$ cat config.mk
export PLATFORM = sky130hd
export DESIGN_NAME = led_chain_frame_feeder
export DESIGN_NICKNAME = d
export VERILOG_FILES = /design/src/rtl/lcff_pkg.sv /design/src/rtl/lcff_ram.sv /design/src/rtl/lcff_ctrl.sv /design/src/rtl/lcff_dp.sv /design/src/rtl/led_chain_frame_feeder.sv
export SDC_FILE = /design/constraint.sdc
export NUM_CORES = 2
export LEC_CHECK = 0
export BUFFER_PORTS_ARGS = -buffer_cell sky130_fd_sc_hd__buf_4
export CORE_UTILIZATION = 30
export CTS_CLUSTER_SIZE = 14
export DETAILED_ROUTE_END_ITERATION = 8
export GPL_ROUTABILITY_DRIVEN = 0
export PLACE_DENSITY = 0.47
export SYNTH_ARGS = -nofsm -noshare
export SYNTH_HDL_FRONTEND = slang
export SYNTH_HIERARCHICAL = 1
export SYNTH_SLANG_ARGS = --single-unit
$ cat constraint.sdc
create_clock -name clk_i -period 16.2 [get_ports clk_i]
set_input_delay 1.62 -clock clk_i [delete_from_list [all_inputs] [get_ports clk_i]]
set_output_delay 1.62 -clock clk_i [all_outputs]
set_load 0.01 [all_outputs]
$ cat src/rtl/lcff_pkg.sv
`timescale 1ns / 1ps

package lcff_pkg;

  localparam int unsigned SLOT_W = 5;

  localparam logic [6:0]  PIXEL_COUNT_RST    = 7'd15;
  localparam logic [15:0] FRAME_INTERVAL_RST = 16'd25;
  localparam logic [15:0] ELAPSED_ONE        = 16'h0001;
  localparam logic [15:0] ELAPSED_MAX        = 16'hFFFF;
  localparam logic [31:0] PATTERN_ZERO       = 32'h0000_0000;

  typedef enum logic [1:0] {
    REQ_WRITE = 2'd0,
    REQ_TICK  = 2'd1,
    REQ_HALF0 = 2'd2,
    REQ_HALF1 = 2'd3
  } req_e;

  typedef enum logic [1:0] {
    KIND_PIXEL  = 2'd0,
    KIND_FILLER = 2'd1,
    KIND_START  = 2'd2,
    KIND_STOP   = 2'd3
  } kind_e;

  typedef enum logic [0:0] {
    CFG_PIXEL_COUNT    = 1'b0,
    CFG_FRAME_INTERVAL = 1'b1
  } cfg_idx_e;

  typedef enum logic [2:0] {
    ST_IDLE,
    ST_DECODE,
    ST_WR_CMP,
    ST_TICK_CHK,
    ST_PIX_ISSUE,
    ST_PIX_EMIT,
    ST_FILLER,
    ST_STOP
  } state_e;

  typedef struct packed {
    logic [1:0]  req_type;
    logic [5:0]  pixel_index;
    logic [31:0] color;
  } in_item_t;

  typedef struct packed {
    logic [1:0]  kind;
    logic        half;
    logic [4:0]  slot;
    logic [31:0] pattern;
    logic        last;
  } out_item_t;

  typedef struct packed {
    logic  capture;
    logic  rd_idx;
    logic  wr_commit;
    logic  tick_inc;
    logic  slot_clr;
    logic  rd_cur;
    logic  emit;
    kind_e emit_kind;
    logic  emit_last;
  } cmd_t;

  typedef struct packed {
    logic [1:0] req;
    logic       sending;
    logic       idx_ok;
    logic       cur_done;
    logic       cur_last;
    logic       slot_last;
    logic       reset_sent;
    logic       changed;
    logic       interval_met;
    logic       out_free;
  } sts_t;

endpackage

$ cat src/rtl/lcff_ram.sv
`timescale 1ns / 1ps

module lcff_ram #(
  parameter int unsigned WIDTH = 32,
  parameter int unsigned DEPTH = 64,
  localparam int unsigned AW = (DEPTH > 1) ? $clog2(DEPTH) : 1
) (
  input  logic             clk_i,
  input  logic             we_i,
  input  logic             re_i,
  input  logic [AW-1:0]    addr_i,
  input  logic [WIDTH-1:0] wdata_i,
  output logic [WIDTH-1:0] rdata_o
);

  logic [WIDTH-1:0] mem_q [DEPTH];
  logic [WIDTH-1:0] rdata_q;

  always_ff @(posedge clk_i) begin
    if (we_i) begin
      mem_q[addr_i] <= wdata_i;
    end
    if (re_i) begin
      rdata_q <= mem_q[addr_i];
    end
  end

  assign rdata_o = rdata_q;

endmodule

$ cat src/rtl/lcff_ctrl.sv
`timescale 1ns / 1ps

module lcff_ctrl (
  input  logic          clk_i,
  input  logic          rst_ni,
  input  logic          in_valid_i,
  output logic          in_stall_o,
  input  lcff_pkg::sts_t sts_i,
  output lcff_pkg::cmd_t cmd_o
);

  lcff_pkg::state_e state_q, state_d;
  logic             more_pix;
  logic             stop_due;

  always_ff @(posedge clk_i or negedge rst_ni) begin
    if (!rst_ni) begin
      state_q <= lcff_pkg::ST_IDLE;
    end else begin
      state_q <= state_d;
    end
  end

  assign more_pix = !(sts_i.slot_last || sts_i.cur_last);
  assign stop_due = (sts_i.req == lcff_pkg::REQ_HALF1) && sts_i.reset_sent;

  always_comb begin
    state_d          = state_q;
    in_stall_o       = 1'b1;
    cmd_o            = '0;
    cmd_o.emit_kind  = lcff_pkg::KIND_PIXEL;
    case (state_q)
      lcff_pkg::ST_IDLE: begin
        in_stall_o    = 1'b0;
        cmd_o.capture = in_valid_i;
        if (in_valid_i) begin
          state_d = lcff_pkg::ST_DECODE;
        end
      end
      lcff_pkg::ST_DECODE: begin
        case (sts_i.req)
          lcff_pkg::REQ_WRITE: begin
            if (sts_i.idx_ok) begin
              cmd_o.rd_idx = 1'b1;
              state_d      = lcff_pkg::ST_WR_CMP;
            end else begin
              state_d = lcff_pkg::ST_IDLE;
            end
          end
          lcff_pkg::REQ_TICK: begin
            if (sts_i.sending) begin
              state_d = lcff_pkg::ST_IDLE;
            end else begin
              cmd_o.tick_inc = 1'b1;
              state_d        = lcff_pkg::ST_TICK_CHK;
            end
          end
          default: begin
            if (!sts_i.sending) begin
              state_d = lcff_pkg::ST_IDLE;
            end else begin
              cmd_o.slot_clr = 1'b1;
              state_d = sts_i.cur_done ? lcff_pkg::ST_FILLER : lcff_pkg::ST_PIX_ISSUE;
            end
          end
        endcase
      end
      lcff_pkg::ST_WR_CMP: begin
        cmd_o.wr_commit = 1'b1;
        state_d         = lcff_pkg::ST_IDLE;
      end
      lcff_pkg::ST_TICK_CHK: begin
        if (sts_i.changed && sts_i.interval_met) begin
          cmd_o.emit      = 1'b1;
          cmd_o.emit_kind = lcff_pkg::KIND_START;
          cmd_o.emit_last = 1'b1;
          if (sts_i.out_free) begin
            state_d = lcff_pkg::ST_IDLE;
          end
        end else begin
          state_d = lcff_pkg::ST_IDLE;
        end
      end
      lcff_pkg::ST_PIX_ISSUE: begin
        cmd_o.rd_cur = 1'b1;
        state_d      = lcff_pkg::ST_PIX_EMIT;
      end
      lcff_pkg::ST_PIX_EMIT: begin
        cmd_o.emit      = 1'b1;
        cmd_o.emit_kind = lcff_pkg::KIND_PIXEL;
        cmd_o.emit_last = !more_pix && !stop_due;
        if (sts_i.out_free) begin
          if (more_pix) begin
            state_d = lcff_pkg::ST_PIX_ISSUE;
          end else if (stop_due) begin
            state_d = lcff_pkg::ST_STOP;
          end else begin
            state_d = lcff_pkg::ST_IDLE;
          end
        end
      end
      lcff_pkg::ST_FILLER: begin
        cmd_o.emit      = 1'b1;
        cmd_o.emit_kind = lcff_pkg::KIND_FILLER;
        cmd_o.emit_last = (sts_i.req != lcff_pkg::REQ_HALF1);
        if (sts_i.out_free) begin
          state_d = (sts_i.req == lcff_pkg::REQ_HALF1) ? lcff_pkg::ST_STOP
                                                       : lcff_pkg::ST_IDLE;
        end
      end
      lcff_pkg::ST_STOP: begin
        cmd_o.emit      = 1'b1;
        cmd_o.emit_kind = lcff_pkg::KIND_STOP;
        cmd_o.emit_last = 1'b1;
        if (sts_i.out_free) begin
          state_d = lcff_pkg::ST_IDLE;
        end
      end
      default: begin
        state_d = lcff_pkg::ST_IDLE;
      end
    endcase
  end

endmodule

$ cat src/rtl/lcff_dp.sv
`timescale 1ns / 1ps

module lcff_dp #(
  parameter int unsigned MAX_PIXELS    = 64,
  parameter int unsigned LEDS_PER_HALF = 4
) (
  input  logic                clk_i,
  input  logic                rst_ni,
  input  logic                cfg_we_i,
  input  logic [0:0]          cfg_idx_i,
  input  logic [15:0]         cfg_wdata_i,
  input  lcff_pkg::in_item_t  in_item_i,
  output logic                out_valid_o,
  input  logic                out_stall_i,
  output lcff_pkg::out_item_t out_item_o,
  input  lcff_pkg::cmd_t      cmd_i,
  output lcff_pkg::sts_t      sts_o
);

  localparam int unsigned AW = (MAX_PIXELS > 1) ? $clog2(MAX_PIXELS) : 1;
  localparam int unsigned CW = $clog2(MAX_PIXELS + 1);
  localparam logic [8:0] MaxPix9 = 9'(MAX_PIXELS);
  localparam logic [lcff_pkg::SLOT_W-1:0] SlotLast = lcff_pkg::SLOT_W'(LEDS_PER_HALF - 1);

  lcff_pkg::in_item_t  item_q;
  lcff_pkg::out_item_t out_q, out_d;
  logic                out_valid_q;
  logic                out_free, emit_done;

  logic [6:0]          pixel_count_q;
  logic [15:0]         interval_q;
  logic [15:0]         elapsed_q;
  logic                sending_q, changed_q, reset_sent_q;
  logic [CW-1:0]       cursor_q;
  logic [lcff_pkg::SLOT_W-1:0] slot_q;
  logic [MAX_PIXELS-1:0] valid_q;
  logic                rd_valid_q;

  logic [8:0]          pc9, count9, idx9, cur9;
  logic [CW-1:0]       count;
  logic [CW:0]         cur_next;
  logic [AW-1:0]       idx_addr, cur_addr, ram_addr;
  logic                ram_re;
  logic [31:0]         ram_rdata, stored;

  assign pc9      = 9'(pixel_count_q);
  assign count9   = (pc9 > MaxPix9) ? MaxPix9 : pc9;
  assign count    = count9[CW-1:0];
  assign idx9     = 9'(item_q.pixel_index);
  assign cur9     = 9'(cursor_q);
  assign idx_addr = idx9[AW-1:0];
  assign cur_addr = cur9[AW-1:0];
  assign cur_next = (CW+1)'(cursor_q) + (CW+1)'(1);
  assign ram_addr = cmd_i.rd_cur ? cur_addr : idx_addr;
  assign ram_re   = cmd_i.rd_idx | cmd_i.rd_cur;
  assign stored   = rd_valid_q ? ram_rdata : lcff_pkg::PATTERN_ZERO;

  lcff_ram #(
    .WIDTH(32),
    .DEPTH(MAX_PIXELS)
  ) u_store (
    .clk_i  (clk_i),
    .we_i   (cmd_i.wr_commit),
    .re_i   (ram_re),
    .addr_i (ram_addr),
    .wdata_i(item_q.color),
    .rdata_o(ram_rdata)
  );

  assign out_free  = !out_valid_q || !out_stall_i;
  assign emit_done = cmd_i.emit && out_free;

  always_ff @(posedge clk_i) begin
    if (cmd_i.capture) begin
      item_q <= in_item_i;
    end
    if (emit_done) begin
      out_q <= out_d;
    end
  end

  always_ff @(posedge clk_i or negedge rst_ni) begin
    if (!rst_ni) begin
      rd_valid_q <= 1'b0;
    end else if (ram_re) begin
      rd_valid_q <= valid_q[ram_addr];
    end
  end

  always_comb begin
    out_d         = '0;
    out_d.kind    = 2'(cmd_i.emit_kind);
    out_d.last    = cmd_i.emit_last;
    case (cmd_i.emit_kind)
      lcff_pkg::KIND_PIXEL: begin
        out_d.half    = item_q.req_type[0];
        out_d.slot    = slot_q;
        out_d.pattern = stored;
      end
      lcff_pkg::KIND_FILLER: begin
        out_d.half = item_q.req_type[0];
      end
      lcff_pkg::KIND_STOP: begin
        out_d.half = 1'b1;
      end
      default: begin
        out_d.half = 1'b0;
      end
    endcase
  end

  always_ff @(posedge clk_i or negedge rst_ni) begin
    if (!rst_ni) begin
      out_valid_q   <= 1'b0;
      pixel_count_q <= lcff_pkg::PIXEL_COUNT_RST;
      interval_q    <= lcff_pkg::FRAME_INTERVAL_RST;
      elapsed_q     <= '0;
      sending_q     <= 1'b0;
      changed_q     <= 1'b0;
      reset_sent_q  <= 1'b0;
      cursor_q      <= '0;
      slot_q        <= '0;
      valid_q       <= '0;
    end else begin
      if (emit_done) begin
        out_valid_q <= 1'b1;
      end else if (!out_stall_i) begin
        out_valid_q <= 1'b0;
      end

      if (cfg_we_i) begin
        case (cfg_idx_i)
          lcff_pkg::CFG_PIXEL_COUNT:    pixel_count_q <= cfg_wdata_i[6:0];
          lcff_pkg::CFG_FRAME_INTERVAL: interval_q    <= cfg_wdata_i;
          default: ;
        endcase
      end

      if (cmd_i.wr_commit) begin
        valid_q[idx_addr] <= 1'b1;
        if (stored != item_q.color) begin
          changed_q <= 1'b1;
        end
      end

      if (cmd_i.tick_inc && (elapsed_q != lcff_pkg::ELAPSED_MAX)) begin
        elapsed_q <= elapsed_q + lcff_pkg::ELAPSED_ONE;
      end

      if (cmd_i.slot_clr) begin
        slot_q <= '0;
      end

      if (emit_done) begin
        case (cmd_i.emit_kind)
          lcff_pkg::KIND_START: begin
            sending_q    <= 1'b1;
            cursor_q     <= '0;
            changed_q    <= 1'b0;
            reset_sent_q <= 1'b0;
          end
          lcff_pkg::KIND_PIXEL: begin
            cursor_q <= cur_next[CW-1:0];
            slot_q   <= slot_q + lcff_pkg::SLOT_W'(1);
          end
          lcff_pkg::KIND_FILLER: begin
            reset_sent_q <= 1'b1;
          end
          lcff_pkg::KIND_STOP: begin
            sending_q <= 1'b0;
            elapsed_q <= '0;
          end
          default: ;
        endcase
      end
    end
  end

  always_comb begin
    sts_o              = '0;
    sts_o.req          = item_q.req_type;
    sts_o.sending      = sending_q;
    sts_o.idx_ok       = (idx9 < MaxPix9);
    sts_o.cur_done     = (cursor_q >= count);
    sts_o.cur_last     = (cur_next >= (CW+1)'(count));
    sts_o.slot_last    = (slot_q == SlotLast);
    sts_o.reset_sent   = reset_sent_q;
    sts_o.changed      = changed_q;
    sts_o.interval_met = (elapsed_q >= interval_q);
    sts_o.out_free     = out_free;
  end

  assign out_valid_o = out_valid_q;
  assign out_item_o  = out_q;

endmodule

$ cat src/rtl/led_chain_frame_feeder.sv
`timescale 1ns / 1ps

// Frame feeder for an addressable LED chain with a ping-pong half buffer.
// Input items (valid/stall) carry a pixel write, a millisecond tick or a
// "half drained" request; result items (valid/stall) carry pixel slots,
// reset fillers, frame start and frame stop, with last on the final one.
// The configuration port writes the pixel count and the frame interval.
// One item is worked on at a time; the input stalls until it is finished.
// A pixel write is decoded while the stored color is read from the pixel
// memory, then compared and written back. A tick counts the elapsed time
// and may then load a frame start. A buffer request loads one pixel slot
// at a time (memory read, then output load) up to a half, or a reset filler
// once all pixels are sent; a half-1 request then adds a frame stop.
// Results leave through a one-entry output register; while the receiver
// stalls, the current result holds and the block waits before loading the
// next one. A pixel write or tick may be accepted while a result still waits.
// Reset clears the control state, the written flags of the pixel memory (an
// unwritten pixel reads as zero) and loads the default configuration.
module led_chain_frame_feeder #(
  parameter int unsigned MAX_PIXELS    = 64,
  parameter int unsigned LEDS_PER_HALF = 4
) (
  input  logic                clk_i,
  input  logic                rst_ni,
  input  logic                cfg_we_i,
  input  logic [0:0]          cfg_idx_i,
  input  logic [15:0]         cfg_wdata_i,
  input  logic                in_valid_i,
  output logic                in_stall_o,
  input  lcff_pkg::in_item_t  in_item_i,
  output logic                out_valid_o,
  input  logic                out_stall_i,
  output lcff_pkg::out_item_t out_item_o
);

  lcff_pkg::cmd_t cmd;
  lcff_pkg::sts_t sts;

  lcff_ctrl u_ctrl (
    .clk_i     (clk_i),
    .rst_ni    (rst_ni),
    .in_valid_i(in_valid_i),
    .in_stall_o(in_stall_o),
    .sts_i     (sts),
    .cmd_o     (cmd)
  );

  lcff_dp #(
    .MAX_PIXELS   (MAX_PIXELS),
    .LEDS_PER_HALF(LEDS_PER_HALF)
  ) u_dp (
    .clk_i      (clk_i),
    .rst_ni     (rst_ni),
    .cfg_we_i   (cfg_we_i),
    .cfg_idx_i  (cfg_idx_i),
    .cfg_wdata_i(cfg_wdata_i),
    .in_item_i  (in_item_i),
    .out_valid_o(out_valid_o),
    .out_stall_i(out_stall_i),
    .out_item_o (out_item_o),
    .cmd_i      (cmd),
    .sts_o      (sts)
  );

endmodule

; ---- Yosys cells after proc, flatten, opt, wreduce, memory -nomap -nowiden
; Memory sizes are Yosys's and may differ from the RTL's. A register that Yosys moved wholly into a read port is not among the register bits.
; Index checks and enable logic that the tools add are counted.
[word_totals]
register_bits = 204
mem_bits_rw = 2048
in_bits = 62
out_inout_bits = 43
word_cells = 133
mem_count = 1
[mem_list]
columns = name, words, width, rd, rd_ports_with_merged_regs, wr, line_no
row1 = u_dp.u_store.mem_q, 64, 32, 1, 1, 1, lcff_ram.sv:16  ; logic [WIDTH-1:0] mem_q [DEPTH];
[op_classes]
add_sub_neg = 3
order_cmp = 8
eq_ne = 20
mux = 53
n_bitwise = 3
n_reduce_logical = 25
[ops]
columns = operator, n
row1 = bitwise OR 64 bit, 1
row2 = 2-to-1 mux 16 bit, 3
row3 = 2-to-1 mux 32 bit, 1
row4 = inequality test 32 bit, 1
row5 = 2-to-1 mux 3 bit, 9
row6 = one-hot mux 3 bit (8 select lines), 1
row7 = "less-than comparator 6 x 7 -> 1 bit, second input constant", 3
row8 = 2-to-1 mux 1 bit, 21
row9 = "adder 16 x 1 -> 16 bit, second input constant", 1
row10 = >= comparator 16 bit, 1
row11 = "inequality test 16 bit, second input constant", 1
row12 = one-hot mux 4 bit (4 select lines), 1
row13 = 2-to-1 mux 5 bit, 3
row14 = one-hot mux 7 bit (2 select lines), 1
row15 = "== test 3 bit, second input constant", 4
row16 = AND reduction 2 bit, 5
row17 = "adder 7 x 1 -> 8 bit, second input constant", 1
row18 = >= comparator 8 x 7 -> 1 bit, 1
row19 = 2-to-1 mux 2 bit, 4
row20 = >= comparator 7 bit, 1
row21 = "greater-than comparator 7 bit, second input constant", 1
row22 = 2-to-1 mux 7 bit, 1
row23 = binary-select mux 1 bit (select 6 bit), 1
row24 = demux 1 bit (select 6 bit), 1
row25 = 23 further kinds, 44

; ---- Logic depth before layout (Yosys ltp)
[depth]
ltp_word = 9
depth_mapped = 19
ltp_nobuf = 19

; ---- Cells and area by module
; Netlist, hierarchy kept.
[by_module_without_submodules]
columns = module, instances, cells_each, area_each_um2, seq_area_each_um2
row1 = lcff_ram, 1, 4239, 79248.5, 62459.9
row2 = lcff_dp, 1, 826, 9783.1, 5444.0
row3 = lcff_ctrl, 1, 47, 362.8, 75.1

; ---- Worst setup path before layout
; Ideal clock, no wire load.
[synth_timing]
path_type = reg-to-reg
start = register u_ctrl.state_q[0]
end = memory u_dp.u_store.mem_q[12][0] (enable)
setup_time_ps = 421
arrival_time_ps = 4729
required_ps = 15779
setup_slack_ps = 11049
path_stages_with_launch = 14
n_path_buf = 7
period_less_slack_ps = 5151
path_cell_list = dfrtp_1 clkbuf_1 nor3b_1 mux2i_4 buf_8 inv_2 buf_6 buf_6 buf_12 nor2_1 clkbuf_1 buf_1 nand3_1 nor2_1
[synth_rtl]
columns = item, line_no
row1 = start: declaration, lcff_ctrl.sv:12  ; lcff_pkg::state_e state_q, state_d;
row2 = start signal: assignment, lcff_ctrl.sv:18  ; state_q <= lcff_pkg::ST_IDLE;
row3 = start signal: assignment, lcff_ctrl.sv:20  ; state_q <= state_d;
row4 = end: declaration, lcff_ram.sv:16

==> reports/qor.txt <==
status: complete, but fails checks
failing checks: capacitance limit, slew limit
syn_area_per_cell: 17.49 um^2
Die Width: 547.9 um
Most used DFF post-synth: edfxtp_1
post-cts sizing count: 0
Fin Setup TNS: 0 ns
Clk Tree Root Cell: clkbuf_16
switching power: 5.377 mW
top-count cell post-synth: edfxtp_1
CTS tree: yes
Final Max Tran Viols: 1
NumNets Final: 5418
remaining antenna violation count after routing: 0
CP max FO: 118
layout cells sized above 1: 18.08%
per-cell routed wire length: 31.09 um
Iteration-0 DRC Markers: 5623
worst-margin pin slew: 1.463 ns
Highest Clock Rate: 141.8 MHz
distinct cell type count after synthesis: 79
mux contribution to synthesized area: 7.949%
CP Class: flop to flop
Synth Cell Area: 89390 um^2
die footprint: 300200 um^2
syn_nets: 5211
Seq cells post-synth: 2284
Yosys top cell area share: 72.59%
io pins: 105
Clock Power Share: 32.0%
Post-synth ARST share: 5.385%
port buffer count: 104
WP data arrival: 7.64 ns
Vias/cell: 5.382
final global-route overflow total: 0
Hold Crit Class: flop to flop
first-pass GRT wire length: 407000 um
critical path startpoint category: flop
worst ir drop on vdd: 0.1101 mV
Final Cycle Share: 43.54%
Relative slew margins: -0.04307%
sequential fraction of the synthesis area: 76.04%
TritonRoute pass-1 iters: 6
Synth Area in Adders: 0.5179%
RSZ-0062 raised after global routing: false
compound-cell area share of the yosys netlist: 9.184%
final core occ: 34.77%
part of the power in combinational logic: 24.4%
htree depth: 4
# hold bufs at CTS: 0
clock tree buffer depth: 4
synth top area cells: edfxtp_1 (73%), dfrtp_1 (3.2%), mux2i_1 (3.2%)
area delta synth->final: 15.33%
worst skew pair latency: 0.92 ns
Simple-Gate Fraction of Synth Area: 4.066%
crit path capture type: flop
Synth Area in XOR/XNOR: 0.3135%
Total Routing Usage GR: 19.20%
core area: 296500 um^2
Sequential Power Share: 43.6%
final critical-path required period: 7.053 ns
CP required: 16.79 ns
Final setup viols: 0
Site Rows: 200
Post-Syn Instances: 5112
switching power share of the total: 32.53%
max capacitance violation total: 2
drt drc: 0
Initial Util: 30.15%
main combinational cell family by area after synthesis: compound AO/OA/AOI/OAI gates
cell type with the largest total area after synthesis: edfxtp_1
post-CTS setup buffer count: 0
via count: 50.91k
Post-DP HPWL: 172800 um
internal power: 11.15 mW
Total Power: 16.53 mW
Power Dens Cells: 160.3 nW/um^2
LEAKAGE: 33.84 nW
total CTS buffers: 249
count of flip-flops with a built-in enable after synthesis: 2161
Routed WL: 294100 um
pin count of the biggest net entering global routing: 119
synth warn: 6
Fin Clk Skew: 0.07341 ns
DIE HEIGHT: 547.9 um
vias in the first global route: 49.90k
Final Hold Viols: 0
Commonest cells post-synth: edfxtp_1 (2161), mux2i_1 (282), a22oi_1 (204), nor2_1 (201), clkbuf_1 (193)
clock sinks: 2284
Worst-path clk slew: 0.06 ns
initial antenna violation count: 43
worst paths after layout:
path,cells after the start,slack (ns),from,to
worst min register to register,1,0.45,u_dp/valid_q[36]$_DFFE_PN0P_,u_dp/valid_q[36]$_DFFE_PN0P_
worst max register to register,15,9.15,u_ctrl/state_q[2]$_DFFE_PN0P_,u_dp/u_store/rdata_o[6]$_DFFE_PP_
min in group asynchronous,1,0.82,rst_ni,u_dp/pixel_count_q[6]$_DFFE_PN0P_
worst max-delay path,15,9.15,u_ctrl/state_q[2]$_DFFE_PN0P_,u_dp/u_store/rdata_o[6]$_DFFE_PP_
worst min-delay path,1,0.45,u_dp/valid_q[36]$_DFFE_PN0P_,u_dp/valid_q[36]$_DFFE_PN0P_
max in group asynchronous,2,13.96,rst_ni,u_dp/valid_q[31]$_DFFE_PN0P_
cell usage in the layout (no fill, tap or decap), drive strengths merged, types with 12 or more instances in the layout:
cell type,instances
xnor2,26
and3,127
a211oi,22
nand2b,25
a22o,72
edfxtp,2161
o21ai,131
mux2i,284
dfrtp,116
nor3,33
o22ai,99
a2111oi,15
clkbuf,324
or4b,14
mux2,171
o22a,70
nand2,71
or4,15
nor2,201
nor2b,14
clkinv,106
a221oi,180
inv,46
a222oi,16
a21oi,137
o2bb2ai,15
mux4,102
a21o,54
a31oi,47
buf,292
nor4,20
nand3b,20
a221o,15
a22oi,204
o21bai,25
and2,12
ha,37
nand3,94
worst max-delay path: stages, from the launching register on:
cell and delay (ns):
dfrtp_1 0.55, nor3b_2 0.23, buf_4 0.24, mux2i_1 0.11, buf_4 0.21, inv_8 0.40
buf_12 0.57, buf_12 0.46, buf_4 0.85, nor2b_4 0.17, buf_4 0.33, a22o_1 0.24
a221oi_1 0.22, a211oi_1 0.17, a2111oi_0 1.28, nand3_1 0.18
final cells by class:
class,count,area (um^2)
Clock inverter,124,892.1
Tap cell,3939,4928
Antenna cell,7,17.52
Clock buffer,322,6536
Sequential cell,2284,67980
Multi-Input combinational cell,2447,20310
Fill cell,28010,193400
Inverter,43,191.4
Timing Repair Buffer,294,2240
state kept, by name (all words and copies together), names as in the netlist, 2 cells and up:
name / count
u_dp/elapsed_q: 16
u_dp/idx_addr: 6
u_dp/item_q: 32
u_dp/sts_o: 2
u_dp/cursor_q: 7
u_dp/u_store/mem_q: 2048
u_dp/interval_q: 16
u_dp/slot_q: 5
u_ctrl/state_q: 3
u_dp/u_store/rdata_o: 32
u_dp/valid_q: 64
u_dp/pixel_count_q: 7
u_dp/out_item_o: 41
logic make-up after synthesis:
kind of cell | Yosys count
compound gates | 1134
fa+ha+maj | 37
simple gates | 686
buf+inv | 381
mux | 557
flops | 2284
other cells | 1
xor+xnor | 32
power by group through the flow:
stage          logic [mW]  registers (mW)  clock network [mW]
2_1_floorplan        2.11            7.37                   0
3_3_place_gp         4.02            7.32                   0
3_5_place_dp         4.03            7.32                   0
4_1_cts              4.04            7.20                5.41
5_1_grt              4.24            7.22                5.61
6_report             4.03            7.21                5.29
layer usage:
metal	vias up	track usage [%]	wire length (um)
li1	21320	-	-
met1	27120	25.67	123200
met2	1998	30.58	136200
met3	459	4.627	23860
met4	26	6.290	10590
met5	-	0	178
through the flow:
| stage | setup WS [ns] | hold slack [ns] | instance area, um^2 | instances |
|---|---|---|---|---|
| final | 9.147 | 0.4463 | 103100 | 9460 |
| after global placement | 9.328 | 0.4311 | 95640 | 9005 |
| after floorplan | 11.05 | 0.4196 | 89390 | 5112 |
| after global routing | 8.903 | 0.4745 | 103100 | 9454 |
| after CTS | 9.234 | 0.4524 | 103100 | 9451 |
| after detailed placement | 9.256 | 0.4383 | 95640 | 9005 |
No activity file was read; power rests on OpenSTA's default activity.
